[config.mk]
export PLATFORM = sky130hd
export DESIGN_NAME = morse_paddle_keyer
export DESIGN_NICKNAME = d
export VERILOG_FILES = /design/src/design/mpk_pkg.sv /design/src/design/mpk_ctrl.sv /design/src/design/mpk_dpath.sv /design/src/design/morse_paddle_keyer.sv
export SDC_FILE = /design/constraint.sdc
export NUM_CORES = 1
export LEC_CHECK = 0
export ABC_CLOCK_PERIOD_IN_PS = 10520
export BUFFER_PORTS_ARGS = -buffer_cell sky130_fd_sc_hd__buf_2
export CAP_MARGIN = 30
export CORE_UTILIZATION = 50
export CTS_CLUSTER_SIZE = 28
export DETAILED_ROUTE_END_ITERATION = 10
export PLACE_DENSITY_LB_ADDON = 0.12
export SYNTH_ARGS = -nofsm -noshare
export SYNTH_HDL_FRONTEND = slang
export SYNTH_SLANG_ARGS = --single-unit
[constraint.sdc]
create_clock -name clk -period 10.52 [get_ports clk]
set_input_delay 0.526 -clock clk [delete_from_list [all_inputs] [get_ports clk]]
set_output_delay 0.526 -clock clk [all_outputs]
set_load 0.01 [all_outputs]
[src/design/mpk_pkg.sv]
package mpk_pkg;

  localparam int MAX_CODE_BITS_DEF = 8;

  // Widths of the internal timers and configuration fields.
  localparam int UNIT_W   = 8;
  localparam int RATIO_W  = 10;
  localparam int WEIGHT_W = 7;
  localparam int QSK_W    = 8;
  localparam int MODE_W   = 2;
  localparam int CFG_W    = 10;
  localparam int CFG_IDX_W = 3;
  localparam int CODE_W   = 16;
  localparam int MARK_W   = 13;
  localparam int SPACE_W  = 9;
  localparam int GAP_W    = 10;
  localparam int P1_W     = UNIT_W + WEIGHT_W;
  localparam int BASE_W   = 10;
  localparam int MPROD_W  = BASE_W + RATIO_W;

  // Reciprocal constants: x/50 = (x*DIV50_MUL) >> DIV50_SH for x < 2**15,
  // x/100 = (x*DIV100_MUL) >> DIV100_SH for x < 2**20.
  localparam logic [16:0] DIV50_MUL  = 17'd83887;
  localparam int          DIV50_SH   = 22;
  localparam logic [20:0] DIV100_MUL = 21'd1342178;
  localparam int          DIV100_SH  = 27;

  localparam logic [RATIO_W-1:0] DIT_FACTOR = 10'd100;
  localparam logic [CODE_W-1:0]  WORD_SPACE_CODE = 16'hFFFF;

  // Configuration register indexes.
  localparam logic [CFG_IDX_W-1:0] CFG_UNIT_MS    = 3'd0;
  localparam logic [CFG_IDX_W-1:0] CFG_DAH_RATIO  = 3'd1;
  localparam logic [CFG_IDX_W-1:0] CFG_WEIGHTING  = 3'd2;
  localparam logic [CFG_IDX_W-1:0] CFG_QSK_COMP   = 3'd3;
  localparam logic [CFG_IDX_W-1:0] CFG_KEYER_MODE = 3'd4;
  localparam logic [CFG_IDX_W-1:0] CFG_KEY_ENABLE = 3'd5;

  // Keyer modes.
  localparam logic [MODE_W-1:0] MODE_IAMBIC_A  = 2'd0;
  localparam logic [MODE_W-1:0] MODE_IAMBIC_B  = 2'd1;
  localparam logic [MODE_W-1:0] MODE_ULTIMATIC = 2'd2;

  // Reset values of the configuration registers.
  localparam logic [UNIT_W-1:0]   UNIT_RST   = 8'd48;
  localparam logic [RATIO_W-1:0]  RATIO_RST  = 10'd300;
  localparam logic [WEIGHT_W-1:0] WEIGHT_RST = 7'd50;
  localparam logic [QSK_W-1:0]    QSK_RST    = 8'd0;
  localparam logic [MODE_W-1:0]   MODE_RST   = MODE_IAMBIC_B;

  localparam logic [1:0] PADDLE_SQUEEZE = 2'b11;

  typedef enum logic [1:0] {
    EL_NONE = 2'd0,
    EL_DIT  = 2'd1,
    EL_DAH  = 2'd2
  } el_t;

  typedef enum logic [2:0] {
    ST_IDLE,
    ST_STEP,
    ST_BASE,
    ST_MPROD,
    ST_MARK,
    ST_FINISH
  } state_t;

  typedef struct packed {
    logic load_in;
    logic step;
    logic calc_base;
    logic calc_mprod;
    logic calc_mark;
    logic load_out;
  } cmd_t;

  typedef struct packed {
    logic start;
  } status_t;

endpackage

[src/design/mpk_ctrl.sv]
module mpk_ctrl (
  input  logic             clk,
  input  logic             rst_n,
  input  logic             in_valid,
  output logic             in_stall,
  output logic             out_valid,
  input  logic             out_stall,
  input  mpk_pkg::status_t status,
  output mpk_pkg::cmd_t    cmd
);

  mpk_pkg::state_t state_r, state_nxt;
  logic out_valid_r, out_valid_nxt;

  always_ff @(posedge clk) begin
    if (!rst_n) begin
      state_r     <= mpk_pkg::ST_IDLE;
      out_valid_r <= 1'b0;
    end else begin
      state_r     <= state_nxt;
      out_valid_r <= out_valid_nxt;
    end
  end

  always_comb begin
    state_nxt = state_r;
    cmd       = '0;
    out_valid_nxt = out_valid_r && out_stall;
    case (state_r)
      mpk_pkg::ST_IDLE: begin
        if (in_valid) begin
          cmd.load_in = 1'b1;
          state_nxt   = mpk_pkg::ST_STEP;
        end
      end
      mpk_pkg::ST_STEP: begin
        cmd.step  = 1'b1;
        state_nxt = status.start ? mpk_pkg::ST_BASE : mpk_pkg::ST_FINISH;
      end
      mpk_pkg::ST_BASE: begin
        cmd.calc_base = 1'b1;
        state_nxt     = mpk_pkg::ST_MPROD;
      end
      mpk_pkg::ST_MPROD: begin
        cmd.calc_mprod = 1'b1;
        state_nxt      = mpk_pkg::ST_MARK;
      end
      mpk_pkg::ST_MARK: begin
        cmd.calc_mark = 1'b1;
        state_nxt     = mpk_pkg::ST_FINISH;
      end
      mpk_pkg::ST_FINISH: begin
        // The result register must be empty or emptying this cycle.
        if (!out_valid_r || !out_stall) begin
          cmd.load_out  = 1'b1;
          out_valid_nxt = 1'b1;
          state_nxt     = mpk_pkg::ST_IDLE;
        end
      end
      default: begin
        state_nxt = mpk_pkg::ST_IDLE;
      end
    endcase
  end

  assign in_stall  = (state_r != mpk_pkg::ST_IDLE);
  assign out_valid = out_valid_r;

endmodule

[src/design/mpk_dpath.sv]
module mpk_dpath #(
  parameter int MAX_CODE_BITS = mpk_pkg::MAX_CODE_BITS_DEF
) (
  input  logic                            clk,
  input  logic                            rst_n,
  input  logic                            cfg_we,
  input  logic [mpk_pkg::CFG_IDX_W-1:0]   cfg_index,
  input  logic [mpk_pkg::CFG_W-1:0]       cfg_wdata,
  input  logic [1:0]                      in_paddle,
  input  mpk_pkg::cmd_t                   cmd,
  output mpk_pkg::status_t                status,
  output logic                            out_key_line,
  output logic                            out_tone_on,
  output logic                            out_busy_res,
  output logic                            out_code_valid,
  output logic [mpk_pkg::CODE_W-1:0]      out_code
);

  localparam int COLL_W = MAX_CODE_BITS + 1;

  // Configuration.
  logic [mpk_pkg::UNIT_W-1:0]   unit_r, unit_nxt;
  logic [mpk_pkg::RATIO_W-1:0]  ratio_r, ratio_nxt;
  logic [mpk_pkg::WEIGHT_W-1:0] weight_r, weight_nxt;
  logic [mpk_pkg::QSK_W-1:0]    qsk_r, qsk_nxt;
  logic [mpk_pkg::MODE_W-1:0]   mode_r, mode_nxt;
  logic                         key_en_r, key_en_nxt;

  // Keyer state.
  logic [1:0]                   paddle_r, paddle_nxt;
  logic [mpk_pkg::MARK_W-1:0]   mark_r, mark_nxt;
  logic [mpk_pkg::SPACE_W-1:0]  space_r, space_nxt;
  mpk_pkg::el_t                 cur_r, cur_nxt;
  mpk_pkg::el_t                 last_r, last_nxt;
  mpk_pkg::el_t                 el_r, el_nxt;
  logic [1:0]                   im_r, im_nxt;
  logic [1:0]                   um_r, um_nxt;
  logic [COLL_W-1:0]            coll_r, coll_nxt;
  logic [mpk_pkg::GAP_W-1:0]    gap_r, gap_nxt;
  logic                         key_r, key_nxt;
  logic                         tv_r, tv_nxt;
  logic [mpk_pkg::CODE_W-1:0]   tc_r, tc_nxt;

  // Timing arithmetic.
  logic [mpk_pkg::P1_W-1:0]     p1_r, p1_nxt;
  logic [mpk_pkg::BASE_W-1:0]   base_r, base_nxt;
  logic [mpk_pkg::MPROD_W-1:0]  mprod_r, mprod_nxt;

  // Result register.
  logic                         o_key_r, o_key_nxt;
  logic                         o_tone_r, o_tone_nxt;
  logic                         o_busy_r, o_busy_nxt;
  logic                         o_cv_r, o_cv_nxt;
  logic [mpk_pkg::CODE_W-1:0]   o_code_r, o_code_nxt;

  // Combinational helpers.
  logic                         choose;
  logic [1:0]                   im_t;
  logic [1:0]                   p;
  mpk_pkg::el_t                 el;
  logic [COLL_W-1:0]            coll_seed;
  logic [31:0]                  prod50;
  logic [mpk_pkg::RATIO_W-1:0]  factor;
  logic [mpk_pkg::SPACE_W-1:0]  two_unit;
  logic [40:0]                  prod100;
  logic [mpk_pkg::MARK_W:0]     mark_sum;

  always_ff @(posedge clk) begin
    if (!rst_n) begin
      unit_r   <= mpk_pkg::UNIT_RST;
      ratio_r  <= mpk_pkg::RATIO_RST;
      weight_r <= mpk_pkg::WEIGHT_RST;
      qsk_r    <= mpk_pkg::QSK_RST;
      mode_r   <= mpk_pkg::MODE_RST;
      key_en_r <= 1'b1;
      mark_r   <= '0;
      space_r  <= '0;
      cur_r    <= mpk_pkg::EL_NONE;
      last_r   <= mpk_pkg::EL_NONE;
      im_r     <= '0;
      um_r     <= '0;
      coll_r   <= '0;
      gap_r    <= '0;
      key_r    <= 1'b0;
    end else begin
      unit_r   <= unit_nxt;
      ratio_r  <= ratio_nxt;
      weight_r <= weight_nxt;
      qsk_r    <= qsk_nxt;
      mode_r   <= mode_nxt;
      key_en_r <= key_en_nxt;
      mark_r   <= mark_nxt;
      space_r  <= space_nxt;
      cur_r    <= cur_nxt;
      last_r   <= last_nxt;
      im_r     <= im_nxt;
      um_r     <= um_nxt;
      coll_r   <= coll_nxt;
      gap_r    <= gap_nxt;
      key_r    <= key_nxt;
    end
  end

  always_ff @(posedge clk) begin
    paddle_r <= paddle_nxt;
    el_r     <= el_nxt;
    tv_r     <= tv_nxt;
    tc_r     <= tc_nxt;
    p1_r     <= p1_nxt;
    base_r   <= base_nxt;
    mprod_r  <= mprod_nxt;
    o_key_r  <= o_key_nxt;
    o_tone_r <= o_tone_nxt;
    o_busy_r <= o_busy_nxt;
    o_cv_r   <= o_cv_nxt;
    o_code_r <= o_code_nxt;
  end

  always_comb begin
    unit_nxt   = unit_r;
    ratio_nxt  = ratio_r;
    weight_nxt = weight_r;
    qsk_nxt    = qsk_r;
    mode_nxt   = mode_r;
    key_en_nxt = key_en_r;
    paddle_nxt = paddle_r;
    mark_nxt   = mark_r;
    space_nxt  = space_r;
    cur_nxt    = cur_r;
    last_nxt   = last_r;
    el_nxt     = el_r;
    im_nxt     = im_r;
    um_nxt     = um_r;
    coll_nxt   = coll_r;
    gap_nxt    = gap_r;
    key_nxt    = key_r;
    tv_nxt     = tv_r;
    tc_nxt     = tc_r;
    p1_nxt     = p1_r;
    base_nxt   = base_r;
    mprod_nxt  = mprod_r;
    o_key_nxt  = o_key_r;
    o_tone_nxt = o_tone_r;
    o_busy_nxt = o_busy_r;
    o_cv_nxt   = o_cv_r;
    o_code_nxt = o_code_r;
    status     = '0;
    choose     = 1'b1;
    im_t       = im_r;
    p          = paddle_r;
    el         = mpk_pkg::EL_NONE;
    coll_seed  = '0;
    factor     = (el_r == mpk_pkg::EL_DAH) ? ratio_r : mpk_pkg::DIT_FACTOR;
    two_unit   = {unit_r, 1'b0};
    prod50     = {17'd0, p1_r} * {15'd0, mpk_pkg::DIV50_MUL};
    prod100    = {21'd0, mprod_r} * {20'd0, mpk_pkg::DIV100_MUL};
    mark_sum   = {1'b0, prod100[mpk_pkg::DIV100_SH +: mpk_pkg::MARK_W]}
               + {{(mpk_pkg::MARK_W + 1 - mpk_pkg::QSK_W){1'b0}}, qsk_r};

    if (cfg_we) begin
      case (cfg_index)
        mpk_pkg::CFG_UNIT_MS:   unit_nxt   = cfg_wdata[mpk_pkg::UNIT_W-1:0];
        mpk_pkg::CFG_DAH_RATIO: ratio_nxt  = cfg_wdata[mpk_pkg::RATIO_W-1:0];
        mpk_pkg::CFG_WEIGHTING: weight_nxt = cfg_wdata[mpk_pkg::WEIGHT_W-1:0];
        mpk_pkg::CFG_QSK_COMP:  qsk_nxt    = cfg_wdata[mpk_pkg::QSK_W-1:0];
        mpk_pkg::CFG_KEYER_MODE: begin
          mode_nxt = cfg_wdata[mpk_pkg::MODE_W-1:0];
          im_nxt   = '0;
          um_nxt   = '0;
        end
        mpk_pkg::CFG_KEY_ENABLE: key_en_nxt = cfg_wdata[0];
        default: ;
      endcase
    end

    if (cmd.load_in) begin
      paddle_nxt = in_paddle;
    end

    if (cmd.step) begin
      tv_nxt = 1'b0;
      tc_nxt = '0;
      p1_nxt = {{mpk_pkg::WEIGHT_W{1'b0}}, unit_r} * {{mpk_pkg::UNIT_W{1'b0}}, weight_r};

      if (gap_r != '0) begin
        if (gap_r == mpk_pkg::GAP_W'(1)) begin
          tv_nxt  = 1'b1;
          tc_nxt  = mpk_pkg::WORD_SPACE_CODE;
          gap_nxt = '0;
        end else begin
          gap_nxt = gap_r - mpk_pkg::GAP_W'(1);
        end
      end

      if (mark_r != '0) begin
        mark_nxt = mark_r - mpk_pkg::MARK_W'(1);
        if (mark_r == mpk_pkg::MARK_W'(1)) begin
          key_nxt = 1'b0;
          im_t    = '0;
        end
        choose = 1'b0;
      end else if (space_r != '0) begin
        im_t      = im_r | paddle_r;
        space_nxt = space_r - mpk_pkg::SPACE_W'(1);
        if (space_r != mpk_pkg::SPACE_W'(1)) begin
          choose = 1'b0;
        end else begin
          last_nxt = cur_r;
          cur_nxt  = mpk_pkg::EL_NONE;
        end
      end
      im_nxt = im_t;

      if (choose) begin
        if (mode_r == mpk_pkg::MODE_ULTIMATIC) begin
          p      = (um_r ^ paddle_r) & paddle_r;
          um_nxt = p;
        end else if (mode_r == mpk_pkg::MODE_IAMBIC_B && paddle_r == 2'b00) begin
          p = im_t;
        end
        if (p == mpk_pkg::PADDLE_SQUEEZE) begin
          el = (last_nxt == mpk_pkg::EL_DIT) ? mpk_pkg::EL_DAH : mpk_pkg::EL_DIT;
        end else begin
          el = mpk_pkg::el_t'(p);
        end

        // Gather the element into the code, or flush it when idle.
        if (el == mpk_pkg::EL_NONE) begin
          if (coll_r != '0) begin
            tv_nxt   = 1'b1;
            tc_nxt   = mpk_pkg::CODE_W'(coll_r);
            coll_nxt = '0;
            gap_nxt  = {unit_r, 2'b00} + mpk_pkg::GAP_W'(1);
          end
        end else begin
          gap_nxt = '0;
          if (!coll_r[MAX_CODE_BITS]) begin
            coll_seed = (coll_r == '0) ? COLL_W'(1) : coll_r;
            coll_nxt  = {coll_seed[MAX_CODE_BITS-1:0], el == mpk_pkg::EL_DAH};
          end
        end

        cur_nxt = el;
        el_nxt  = el;
        im_nxt  = '0;
        if (el == mpk_pkg::EL_NONE) begin
          mark_nxt  = '0;
          space_nxt = '0;
          key_nxt   = 1'b0;
        end else begin
          status.start = 1'b1;
        end
      end
    end

    if (cmd.calc_base) begin
      base_nxt = prod50[mpk_pkg::DIV50_SH +: mpk_pkg::BASE_W];
    end

    if (cmd.calc_mprod) begin
      mprod_nxt = {{mpk_pkg::RATIO_W{1'b0}}, base_r} * {{mpk_pkg::BASE_W{1'b0}}, factor};
      space_nxt = (base_r > {1'b0, two_unit}) ? '0
                : mpk_pkg::SPACE_W'({1'b0, two_unit} - base_r);
    end

    if (cmd.calc_mark) begin
      mark_nxt = mark_sum[mpk_pkg::MARK_W-1:0];
      key_nxt  = (mark_sum != '0);
    end

    if (cmd.load_out) begin
      o_key_nxt  = key_r & key_en_r;
      o_tone_nxt = key_r;
      o_busy_nxt = (cur_r != mpk_pkg::EL_NONE);
      o_cv_nxt   = tv_r;
      o_code_nxt = tv_r ? tc_r : '0;
    end
  end

  assign out_key_line   = o_key_r;
  assign out_tone_on    = o_tone_r;
  assign out_busy_res   = o_busy_r;
  assign out_code_valid = o_cv_r;
  assign out_code       = o_code_r;

endmodule

[src/design/morse_paddle_keyer.sv]
// Iambic Morse paddle keyer, advanced by one request per millisecond tick.
// Input channel: in_valid / in_stall carry in_paddle (bit 0 dit contact,
// bit 1 dah contact). Each accepted request yields exactly one result on the
// output channel (out_valid / out_stall): key line, sidetone, busy flag and,
// when out_code_valid is high, a collected start-bit code or the word-space
// marker 0xFFFF.
// A tick that starts no new element runs the step and finish states; one that
// does also runs the base, mark-product and mark states to time the mark and
// space (divide by 50, weight by the dah ratio or 100 for a dit, divide by 100).
// One request is in flight at a time; the next waits for the last result to load.
// The result register decouples the two sides: a new request is accepted while
// the previous result still waits; a stalled result holds its value, and the
// next result waits in the controller until the register is free.
// Reset (rst_n low, synchronous) loads the default configuration (48 ms unit,
// dah ratio 300, weighting 50, no QSK compensation, iambic B, keying enabled)
// and clears all timers and collected code. Configuration is written through
// cfg_we / cfg_index / cfg_wdata; the user must write it only while no request
// is in flight, as the block itself does not enforce this.
module morse_paddle_keyer #(
  parameter int MAX_CODE_BITS = mpk_pkg::MAX_CODE_BITS_DEF
) (
  input  logic                          clk,
  input  logic                          rst_n,
  input  logic                          cfg_we,
  input  logic [mpk_pkg::CFG_IDX_W-1:0] cfg_index,
  input  logic [mpk_pkg::CFG_W-1:0]     cfg_wdata,
  input  logic                          in_valid,
  output logic                          in_stall,
  input  logic [1:0]                    in_paddle,
  output logic                          out_valid,
  input  logic                          out_stall,
  output logic                          out_key_line,
  output logic                          out_tone_on,
  output logic                          out_busy_res,
  output logic                          out_code_valid,
  output logic [mpk_pkg::CODE_W-1:0]    out_code
);

  // Commands from the controller step the datapath through one tick; the
  // datapath reports whether the tick has started a new element.
  mpk_pkg::cmd_t    cmd;
  mpk_pkg::status_t status;

  mpk_ctrl u_ctrl (
    .clk       (clk),
    .rst_n     (rst_n),
    .in_valid  (in_valid),
    .in_stall  (in_stall),
    .out_valid (out_valid),
    .out_stall (out_stall),
    .status    (status),
    .cmd       (cmd)
  );

  mpk_dpath #(
    .MAX_CODE_BITS (MAX_CODE_BITS)
  ) u_dpath (
    .clk            (clk),
    .rst_n          (rst_n),
    .cfg_we         (cfg_we),
    .cfg_index      (cfg_index),
    .cfg_wdata      (cfg_wdata),
    .in_paddle      (in_paddle),
    .cmd            (cmd),
    .status         (status),
    .out_key_line   (out_key_line),
    .out_tone_on    (out_tone_on),
    .out_busy_res   (out_busy_res),
    .out_code_valid (out_code_valid),
    .out_code       (out_code)
  );

endmodule

==> metrics.cfg, run 1 <==
[timing]
period_share_pct = 84.2
hold_viol = 0
setup_viol_count_final = 0
tns_ps = 0
whs_ps = 213
slew_viol_final = 0
skew_ps = 16.0
slew-limit-headroom_pct = 28.8
rsz0062_at_grt = no
worstMarginPinSlew_ps = 1060
period_needed_ps = 8860
timing.fmax_mhz = 113

[floorplanning]
rows = 80
die_area_sq_mm = 0.0498
io_pins = 42
coreArea_sq_mm = 0.0480
die_w_um = 223
start_util_pct = 50.9
die_y_um = 223

[final_layout]
drive_above_1_share_pct = 5.47
postLayoutCellArea_sq_mm = 0.0259
final_common_cell = inv_1
final_cell_mix = 511 x inv_1, 460 x ha_1, 324 x fa_1
area_delta_synth_final_pct = 5.67
fin_nets = 3334

[job]
maxCapViolations = 0

[setup_path]
max_stage_delay_ps = 630
worstPathArrival_ps = 9230
crit_buf_inv = 5
cp_top_family = adder cells
cp_slowest_cell = edfxtp_1
path_class = reg2reg
path_common_cell = fa_1
worstPathMaxFanout = 9
setup.worst_path.end_class = flop
cp.required_ps = 10890
start_kind = flop

[yosys]
synth_area_leader_cell = fa_1
async_flop_share_pct = 0
synth_edf_count = 74
syn_area_sq_mm = 0.0245
synthesis.instances = 2526
synth_nets = 3330
syn_avg_cell_area_sq_um = 9.69
synth_cell_types = 95
synth_top_area_share_pct = 26.5
yosys_register_bits = 164
yosysWarnings = 0
synth_area_leaders = fa_1 27%, ha_1 24%, edfxtp_1 9.1%
synth_flop_cell = dfxtp_1
ys_seq_area_share_pct = 16.4

[hold_path]
hp-class = in2reg

[route]
top_layer = met4
finalWirelength_um = 55700
ant_nets = 0
dr_wl_met3_um = 2020
wl_met1_um = 27800
dr.pass1.iters = 5
wl_per_cell_um = 17.6
routed-wl-met2_um = 25200
avgViaCountPerCell = 5.37
drt_iter0_markers = 845
drc = 0
dr_total_vias = 16972

[cts]
numCtsBuffers = 17
h-tree-depth = 4
cts_tree = yes
ctsResizeCount = 0
clockRootBuffer = clkbuf_16
post_cts_buffers = 0
clk_path_buf_depth = 2
cts.clk_slew.worst_paths_ps = 80
cts_hold_buf = 0
clock_sinks = 164
clk_latency_ps = 480

[placed_design]
hpwl_um = 46500
placement.io_buffers = 41
gp_congestion = 0.867
postPlaceCellArea_sq_mm = 0.0252

[global_route]
track_usage_pct = 24.0
grt_max_degree = 42
grt_pass1_vias = 17756
grt_pass1_wl_um = 93600
antenna_found_initial = 1
grt.overflow.total = 0

[outcome]
outcome = finished, final reports clean

## cell type report
cell class              instances  area (sq um)
fillers                      4338         22200
inverters                     514          1930
flip-flops and latches        164          4020
multi-input cells            1783         18200
clock inverters                15           191
well taps                     615           769
clock buffers                  17           425
diodes                          1          2.50
repair buffers                 50           287
## Yosys cell counts (33+ instances only)
master / instances
a21o_1: 33
a21oi_1: 108
and2_1: 54
clkbuf_1: 49
dfxtp_1: 90
edfxtp_1: 74
fa_1: 324
ha_1: 460
inv_1: 511
nand2_1: 221
nand3_1: 45
nor2_1: 93
o21ai_0: 59
xnor2_1: 59
## metal layers
layer	vias up	track usage [%]
met2	274	37.5
met3	35	3.13
met1	8412	35.5
met4	0	5.21
met5	-	0
li1	8251	-
## worst register-to-register path, delay by kind of cell, from the launching register on
family,cells,cell delay (ps)
adders and majority gates,9,4140
AOI/OAI and AO/OA,13,2250
and+or+nand+nor,5,960
DFF,1,630
buffers and inverters,5,280
muxes,1,270
xor gates and xnor gates,1,190
## kinds of logic (layout without fill, tap and decap cells)
logic type	Yosys count	after routing	synth area share (%)
other	0	1	0
AOI/OAI and AO/OA	330	330	8.96
muxes	12	12	0.506
adders and majority gates	784	784	50.0
DFF	164	164	16.4
buffers and inverters	579	596	9.09
and+or+nand+nor	577	577	12.1
xor gates and xnor gates	80	80	2.89
## state kept, by name, summed over array words and instances, names as in the netlist, 10 cells and up
| register | count |
|---|---|
| u_dpath.gap_r | 10 |
| u_dpath.mark_r | 13 |
| u_dpath.base_r | 10 |
| u_dpath.mprod_r | 20 |
| u_dpath.p1_r | 15 |
| u_dpath.ratio_r | 10 |
| u_dpath.tc_r | 10 |
| u_dpath.out_code | 10 |
## path summary, 6_finish.rpt
kind	start	end	slack, ps	depth (start not counted)
worst max-delay path	u_dpath.mprod_r[7]$_DFFE_PP_	u_dpath.key_r$_SDFFE_PN0P_	1660	34
worst min-delay path	in_paddle[0]	u_dpath.paddle_r[0]$_DFFE_PP_	210	1
worst max register to register	u_dpath.mprod_r[7]$_DFFE_PP_	u_dpath.key_r$_SDFFE_PN0P_	1660	34
worst min register to register	u_dpath.key_en_r$_SDFFE_PN1P_	u_dpath.key_en_r$_SDFFE_PN1P_	470	2
## stage by stage
step                util, %  cells  setup WS, ps
floorplan                 -   2526          2500
global placement       52.4   3123          1830
detailed placement     52.5   3126          1690
global route           53.8   3159          1050
finish                 53.8   3159          1660
CTS                    53.8   3158          1660
Power of run 1 is left out: the tool's default activity adds up to more than one toggle a clock period on the data nets, which glitch-free logic cannot reach.
==> run 2, diff against run 1 <==
Settings changed: ABC_CLOCK_PERIOD_IN_PS 10520 to 7830.
Clock period 10.52 ns to 7.83 ns, I/O delays scaled along.
==> metrics.cfg, run 2 (same netlist as run 1, synthesis figures left out) <==
[outcome]
outcome = finished, final reports clean

[cts]
clk_path_buf_depth = 2
h-tree-depth = 4
clk_latency_ps = 460
cts.clk_slew.worst_paths_ps = 80
cts_tree = yes
clockRootBuffer = clkbuf_16
clock_sinks = 164
numCtsBuffers = 17
cts_hold_buf = 0

[global_route]
busiest_layer = met2
grt_pass1_vias = 18530
grt.overflow.total = 0
use_met3_pct = 3.24
grt_pass1_wl_um = 94800
met1_usage_pct = 33.9
grt_max_degree = 53
track_usage_pct = 24.0
use_met2_pct = 39.2
antenna_found_initial = 0

[route]
avgViaCountPerCell = 5.36
ant_nets = 0
drt_iter0_markers = 773
wl_per_cell_um = 17.3
finalWirelength_um = 56700
dr_total_vias = 17604
drc = 0
dr.pass1.iters = 7

[timing]
rsz0062_at_grt = yes
slew_viol_final = 0
hold_viol = 0
slew-limit-headroom_pct = 32.3
setup_viol_count_final = 0
skew_ps = 12.5
whs_ps = 112
period_share_pct = 99.9
timing.fmax_mhz = 128
worstMarginPinSlew_ps = 1010
period_needed_ps = 7820

[job]
maxCapViolations = 0

[setup_path]
start_kind = flop
startpoint = u_dpath.mprod_r[5]$_DFFE_PP_
r2r-start = u_dpath.mprod_r[5]$_DFFE_PP_
cp_slowest_cell = edfxtp_1
worstPathArrival_ps = 8160
worstPathMaxFanout = 5
crit_buf_inv = 5
reg2regPathDepth = 34
crit_end = u_dpath.key_r$_SDFFE_PN0P_
max_stage_delay_ps = 530
r2r-end = u_dpath.key_r$_SDFFE_PN0P_
path_class = reg2reg
cp.required_ps = 8180
setup.worst_path.end_class = flop
path_common_cell = fa_1
cp_top_family = adder cells
cp.depth = 34
r2r_slack_ps = 10

[final_layout]
fin_nets = 3461
area_delta_synth_final_pct = 11.4
final_cell_mix = 489 x inv_1, 434 x ha_1, 315 x fa_1
fillers = 4258
reg_top3 = u_dpath.mprod_r x20, u_dpath.p1_r x15, u_dpath.mark_r x13
drive_above_1_share_pct = 13.0
final-seq-area_sq_mm = 0.00402
final_common_cell = inv_1
largest_reg_flops = 20
n_antenna_cell = 0
largest_register = u_dpath.mprod_r
multi_input_area_sq_mm = 0.0186

[placed_design]
placement.io_buffers = 41
hpwl_um = 46500
gp_congestion = 0.878

[floorplanning]
die_w_um = 223
coreArea_sq_mm = 0.0480
start_util_pct = 50.9
rows = 80
io_pins = 42
die_y_um = 223
die_area_sq_mm = 0.0498

[hold_path]
hp-class = in2reg

-- run 2: metal layers --
layer	vias to the layer above	part of all wire (%)
met5	-	0
met4	0	1.7
met1	8730	48
met2	314	46
li1	8502	-
met3	58	4.0
-- run 2: worst min-delay path by stage --
stage               slack (ps)  cells past startpoint                             from                         endpoint
finish                     110                      1                     in_paddle[0]    u_dpath.paddle_r[0]$_DFFE_PP_
global route               100                      1                     in_paddle[0]    u_dpath.paddle_r[0]$_DFFE_PP_
CTS                        100                      1                     in_paddle[0]    u_dpath.paddle_r[0]$_DFFE_PP_
detailed placement         460                      2    u_dpath.key_en_r$_SDFFE_PN1P_    u_dpath.key_en_r$_SDFFE_PN1P_
global placement           450                      2    u_dpath.key_en_r$_SDFFE_PN1P_    u_dpath.key_en_r$_SDFFE_PN1P_
floorplan                  430                      2  u_dpath.ratio_r[2]$_SDFFE_PN1P_  u_dpath.ratio_r[2]$_SDFFE_PN1P_
-- run 2: cell type report --
cell class	count	area share, %
Multi-Input combinational cell	1783	68.4
Tap cell	615	2.82
Inverter	514	7.08
Sequential cell	164	14.8
Clock buffer	17	1.56
Clock inverter	15	0.588
Timing Repair Buffer	177	4.74
-- run 2: worst register-to-register path: cells and delay by family (launching register included) --
kind / cells / cell delay (ps)
AO/OA/AOI/OAI: 12 / 1700
multiplexers: 1 / 260
adder cells (fa/ha/maj): 10 / 3980
flip-flops: 1 / 530
XOR/XNOR: 1 / 120
buffers and inverters: 5 / 250
AND/OR/NAND/NOR: 5 / 870
-- run 2: timing repair --
action,CTS,global route
gates resized for setup,73,31
buffers inserted,30,10
setup endpoints to repair,5,6
pin swaps,88,45
-- run 2: metrics by stage --
| stage | instance area [sq um] | cells | TNS, ps | setup WS (ps) | util [%] |
|---|---|---|---|---|---|
| after global placement | 25900 | 3209 | -1070 | -376 | 53.8 |
| after global routing | 27200 | 3285 | -1260 | -415 | 56.7 |
| final | 27200 | 3285 | 0 | 11.2 | 56.7 |
| after detailed placement | 25900 | 3212 | -1880 | -556 | 53.9 |
| after floorplan | 24500 | 2526 | 0 | 1.74 | - |
| after CTS | 27000 | 3274 | -3.57 | -3.57 | 56.2 |
Power of run 2 is left out for the same reason.
==> run 3, diff against run 2 <==
Settings changed: CORE_UTILIZATION 50 to 61, CTS_BUF_LIST set to sky130_fd_sc_hd__clkbuf_4 sky130_fd_sc_hd__clkbuf_8.
==> metrics.cfg, run 3 (same netlist as run 1, synthesis figures left out) <==
[floorplanning]
die_w_um = 202
rows = 72
start_util_pct = 62.6
die_y_um = 202
io_pins = 42
coreArea_sq_mm = 0.0391
die_area_sq_mm = 0.0409

[timing]
slew_viol_final = 0
hold_viol = 0
whs_ps = 72.0
period_share_pct = 101
slew-limit-headroom_pct = 37.7
worstMarginPinSlew_ps = 931
fin_ws_ps = -68.9
setup_viol_count_final = 1
skew_ps = 17.3
rsz0062_at_grt = yes
period_needed_ps = 7900
timing.fmax_mhz = 127

[final_layout]
final-seq-area_sq_mm = 0.00402
largest_register = u_dpath.mprod_r
final_cell_mix = 496 x inv_1, 436 x ha_1, 315 x fa_1
fillers = 3151
final_core_util_pct = 68.9
fin_nets = 3457
drive_above_1_share_pct = 12.6
area_delta_synth_final_pct = 10.1
n_antenna_cell = 0
final_common_cell = inv_1
reg_top3 = u_dpath.mprod_r x20, u_dpath.p1_r x15, u_dpath.mark_r x13
multi_input_area_sq_mm = 0.0187
largest_reg_flops = 20
postLayoutCellArea_sq_mm = 0.0269

[global_route]
grt_pass1_vias = 18833
antenna_found_initial = 0
grt.overflow.total = 0
track_usage_pct = 29.0
grt_max_degree = 42
grt_pass1_wl_um = 94400

[setup_path]
setup.worst_path.end_class = flop
cp.required_ps = 8220
cp_slowest_cell = fa_1
path_class = reg2reg
max_stage_delay_ps = 550
worstPathArrival_ps = 8280
r2r_slack_ps = -70
worstPathMaxFanout = 3
start_kind = flop

[route]
dr.pass1.iters = 7
wl_per_cell_um = 17.5
drt_iter0_markers = 1049
avgViaCountPerCell = 5.58
finalWirelength_um = 55700
ant_nets = 0
dr_total_vias = 17752
drc = 0

[placed_design]
gp_congestion = 0.952
postPlaceCellArea_sq_mm = 0.0258
hpwl_um = 46100
placement.io_buffers = 41

[hold_path]
hp-class = in2reg

[cts]
clk_latency_ps = 490
cts_hold_buf = 0
h-tree-depth = 4
clock_sinks = 164
cts_tree = yes
numCtsBuffers = 17
clk_path_buf_depth = 2
clockRootBuffer = clkbuf_8
cts.clk_slew.worst_paths_ps = 100

[job]
maxCapViolations = 0

[outcome]
violations = setup timing
outcome = complete, but fails checks

==> run 3: cell count changes in the layout (fill, tap and decap cells not counted), moves of 2 or more <==
cell	change
clkbuf_8	+17
nor2_2	+2
ha_2	-3
ha_1	+2
clkbuf_16	-17
inv_6	-2
buf_4	-4
buf_6	-2
inv_1	+7
inv_2	-7
==> run 3: metal layers <==
metal  GRT usage, %  share of wire (%)
met1           39.0                 44
met2           47.9                 47
met3           5.01                5.5
met4           8.65                2.7
met5              0                  0
==> run 3: layout make-up <==
class | count | share of cell area, %
flip-flops and latches | 164 | 14.9
clock buffers | 17 | 0.868
well taps | 518 | 2.41
clock inverters | 15 | 0.683
inverters | 514 | 7.16
multi-input cells | 1783 | 69.2
repair buffers | 173 | 4.72
==> run 3: worst paths after layout <==
kind                                         from                         endpoint  cells past startpoint
setup reg to reg     u_dpath.mprod_r[4]$_DFFE_PP_       u_dpath.key_r$_SDFFE_PN0P_                     36
hold / removal                       in_paddle[0]    u_dpath.paddle_r[0]$_DFFE_PP_                      1
hold reg to reg   u_dpath.ratio_r[6]$_SDFFE_PN0P_  u_dpath.ratio_r[6]$_SDFFE_PN0P_                      2
setup / recovery     u_dpath.mprod_r[4]$_DFFE_PP_       u_dpath.key_r$_SDFFE_PN0P_                     36
==> run 3: worst max-delay path: cells and delay by family, from the launching register on <==
family / cells / cell delay, ps
adder cells (fa/ha/maj): 9 / 3610
XOR/XNOR: 2 / 270
AO/OA/AOI/OAI: 13 / 1970
AND/OR/NAND/NOR: 5 / 880
buffers and inverters: 7 / 660
flip-flops: 1 / 420
==> run 3: metrics by stage <==
step | std cells | setup slack, ps | setup TNS [ps]
5_1_grt | 3184 | -396 | -1390
4_1_cts | 3174 | 2.17 | 0
3_3_place_gp | 3117 | -304 | -754
6_report | 3184 | -68.9 | -68.9
2_1_floorplan | 2526 | 1.74 | 0
3_5_place_dp | 3121 | -487 | -1640
==> run 3: repair_timing <==
action	4_1_cts	5_1_grt
resized for setup	62	34
endpoints found under the setup margin	5	6
buffers inserted	21	10
pin swaps	71	55
Power of run 3 is left out for the same reason.
